==> src/cpb_ram.sv <==
module cpb_ram #(
  parameter int WIDTH = 8,
  parameter int DEPTH = 16
) (
  input  logic                                     clk,
  input  logic                                     we,
  input  logic [((DEPTH > 1) ? $clog2(DEPTH) : 1)-1:0] waddr,
  input  logic [WIDTH-1:0]                         wdata,
  input  logic                                     re,
  input  logic [((DEPTH > 1) ? $clog2(DEPTH) : 1)-1:0] raddr,
  output logic [WIDTH-1:0]                         rdata
);

  logic [WIDTH-1:0] mem [DEPTH];

  always_ff @(posedge clk) begin
    if (we) begin
      mem[waddr] <= wdata;
    end
    if (re) begin
      rdata <= mem[raddr];
    end
  end

endmodule

==> config.mk <==
export PLATFORM = sky130hd
export DESIGN_NAME = cpb_ram
export DESIGN_NICKNAME = d
export VERILOG_FILES = /design/src/cpb_ram.sv
export SDC_FILE = /design/constraint.sdc
export NUM_CORES = 1
export LEC_CHECK = 0
export BUFFER_PORTS_ARGS = -buffer_cell sky130_fd_sc_hd__buf_2
export CAP_MARGIN = 20
export CORE_ASPECT_RATIO = 1.1
export CORE_UTILIZATION = 65
export DETAILED_ROUTE_END_ITERATION = 16
export PLACE_DENSITY = 0.81
export SLEW_MARGIN = 20
export SYNTH_ARGS = -nofsm -noshare
export SYNTH_HDL_FRONTEND = slang
export SYNTH_SLANG_ARGS = --single-unit
==> constraint.sdc <==
create_clock -name clk -period 3 [get_ports clk]
set_input_delay 0.6 -clock clk [delete_from_list [all_inputs] [get_ports clk]]
set_output_delay 0.6 -clock clk [all_outputs]
set_load 0.05 [all_outputs]
After elaboration in Yosys (flattened, before gate mapping)
Memories as Yosys holds them, arrays and structs flattened. A register that Yosys moved wholly into a read port is not among the register bits.
Index checks and enable logic that the tools add are counted.
- mux-type cells: 2
- operators by type and width (cell ; number):
    $mux W1 ; 2
- register bits after elaboration: 0
- memories kept: 1
- memory bits (writable): 128
- memories (name ; depth ; bits a word ; rd ports ; clocked after memory_dff ; write ports ; line ; source):
    mem ; 16 ; 8 ; 1 ; 1 ; 1 ; 14 ; logic [WIDTH-1:0] mem [DEPTH];

Depth between registers and ports, before layout
- depth in word-level cells: 2
- gate-level depth with buffers: 5
- mapped depth without buffers: 3

Worst setup path after synthesis
OpenSTA, ideal clock, no wires.
- path type: input to register
- from: input waddr[2] in the netlist's numbering
- to: memory mem[0][0] (enable)
- buffers on the path: 0
- library setup time: 0.383 ns
- required time: 2.617 ns
- arrival: 1.710 ns
- stages on the path: 2
- slack: 0.907 ns
- path through: or3b_2 > nor3_1
- RTL lines (element ; line ; source):
    start: declaration ; 7 ; input logic [((DEPTH > 1) ? $clog2(DEPTH) : 1)-1:0] waddr,
    end: declaration ; 14 ;
Straight into the memory's write port.

==> results.md <==
- Status: completed
- Worst Path Required: roughly 3.3 ns
- Synth top area share: 0.781
- Post-CTS Setup Inserts: 0
- First-pass GRT wire length: between 15000 and 20000 um
- CTS Buf Count: 17
- Post-layout total power: around 4700 uW
- Flops & latches, synth: roughly 140
- Setup TNS: 0 ns
- Antenna viol nets, final: 0
- Worst vdd ir: 0.486 mV
- CTS tree: yes
- CTS root buffer: clkbuf_8
- Synth Net Count: 248
- Unrepaired setup endpoints after global routing: no
- Period utilization: 0.611
- Die Wd: between 80 and 90 um
- Post-route cell area: approximately 0.0062 sq mm
- Power per standard cell area: between 700 and 800 mW/mm^2
- Netlist cell types: 18
- Ys Warns: 0
- Area Overhead vs Synth: 18.6%
- # H-tree levels: 4
- Routed WL per cell: 27.8 um
- Mean Syn Cell Area: roughly 23 sq um
- Row cnt: 33
- Synth top area cells: edfxtp_1, mux4_2, mux4_1
- Most common cell after layout, fill and taps aside: edfxtp_1
- Largest fanout on the critical path: 29
- Die area: about 0.0084 sq mm
- Kind of critical path: in -> reg
- Post-Route WL: about 11000 um
- Leakage power: between 0.002 and 0.0025 uW
- Floorplan die height: between 90 and 100 um
- Nets: approximately 300
- Max-slew violation count: 0
- Setup-failing EPs final: 0
- First-pass DRT Iterations: 5
- Cells after synthesis: about 230
- Hold Fails Final Rpt: 0
- Crit. End Element: flop
- Synth area leader: edfxtp_1
- Clk pin slew, worst setup/hold paths: 0.06 ns
- # Max-Cap Violations: 0
- Clk_skew: approximately 0.0056 ns
- GRT Resource Usage Total: 0.298
- Register area share after synthesis: 0.781
- HP Class: in -> reg
- Non-filler cells, final: between 300 and 400
- Antenna violations before repair: 0
- CTS Hold Bufs: 0
- Placer Congestion: about 0.76
- Initial Util: 0.684
- N_diodes: 0
- Clock Sinks: about 140
- Vias in the first global route: around 2700
- Core Region: 0.00764 sq mm
- Dpl cell area: 0.00553 sq mm
- Clk_lat worst skew: just over 0.5 ns
- Most frequent cells in the layout: edfxtp_1, buf_2, mux4_2
- Initial drt markers: ~260
- Worst slew margin: 0.457
- IO Port Bufs: 26
- Share of cells above drive strength 1: 0.301
- DP Wirelength: 5790 um
- Fill cells: between 300 and 400
- R2R Setup Slk: about 1.4 ns
- Top Ports: 27
- Fin crit period: roughly 1.8 ns
- Critical path startpoint category: primary input
- Grt ovf: 0
- Clock buffer depth: 2
- Fmax: approximately 550 MHz
- CP arrival: approximately 2.1 ns
- Combined area of all synthesized cells: roughly 0.0052 sq mm
- Post-CTS sizing: 0
- Post-DR vias/cell: 6.61
- # DRC: 0
- Placed Cells incl. Taps: ~370
- DR vias: around 2600
- Slew @ Worst Pin: a little over 0.8 ns
- Largest net degree at the start of global routing: 33
[registers in the layout, summed over array words and instances (netlist names)]
name	count
mem	128
rdata	8
[stage by stage]
stage	hold WS (ns)	worst slack, ns	util
after floorplan	0.699	0.907	-
after global routing	0.448	1.15	0.812
final	0.469	1.17	0.812
after CTS	0.453	1.20	0.812
after global placement	0.723	0.700	0.724
after detailed placement	0.739	0.646	0.724
[worst max-delay path, stage by stage]
cell and delay, ns:
buf_2 0.57, buf_4 0.26, mux4_2 0.30, a22oi_1 0.27, nand2_1 0.08
[report_power, final]
group          leakage (uW)  switching (uW)  internal, uW
combinational      0.000557             147          81.3
clock              0.000317             757          1600
sequential          0.00124            13.6          2140
total               0.00211             918          3820
[cell type report]
| class | count | area, sq um | share of cell area |
|---|---|---|---|
| Clock inverter | 13 | 250 | 0.0404 |
| Tap cell | 105 | 131 | 0.0212 |
| Clock buffer | 19 | 422 | 0.0680 |
| Timing Repair Buffer | 41 | 255 | 0.0412 |
| Sequential cell | 136 | 4080 | 0.659 |
| Multi-Input combinational cell | 83 | 1060 | 0.171 |
[Yosys cell counts]
master and count:
a22oi_1 16, and2_1 1, and2b_1 1, buf_2 3, buf_4 1, buf_6 3, clkdlybuf4s25_2 3, edfxtp_1 136
mux4_1 14, mux4_2 18, nand2_1 9, nand2b_1 2, nand3_1 1, nand3b_1 2, nor2_1 13, nor2b_1 1
nor3_1 4, or3b_2 1
[worst paths after layout]
kind / start / to / cells after the start
max: raddr[1] / rdata[3] / 5
max reg2reg: mem[1][5] / rdata[5] / 3
min: re / rdata[1] / 1
min reg2reg: mem[14][5] / rdata[5] / 3
[per-layer routing]
metal	share of wire	track usage	routed length (um)
met3	0.086	0.0712	946
met4	0.019	0.116	210
met2	0.51	0.472	5580
met5	0	0	0
met1	0.39	0.411	4280
[logic make-up after synthesis]
kind of cell / share of synthesized area
multiplexers: 0.148
AO/OA/AOI/OAI: 0.0230
flip-flops: 0.781
buffers and inverters: 0.0165
AND/OR/NAND/NOR: 0.0314
No activity file was read; power rests on OpenSTA's default activity.
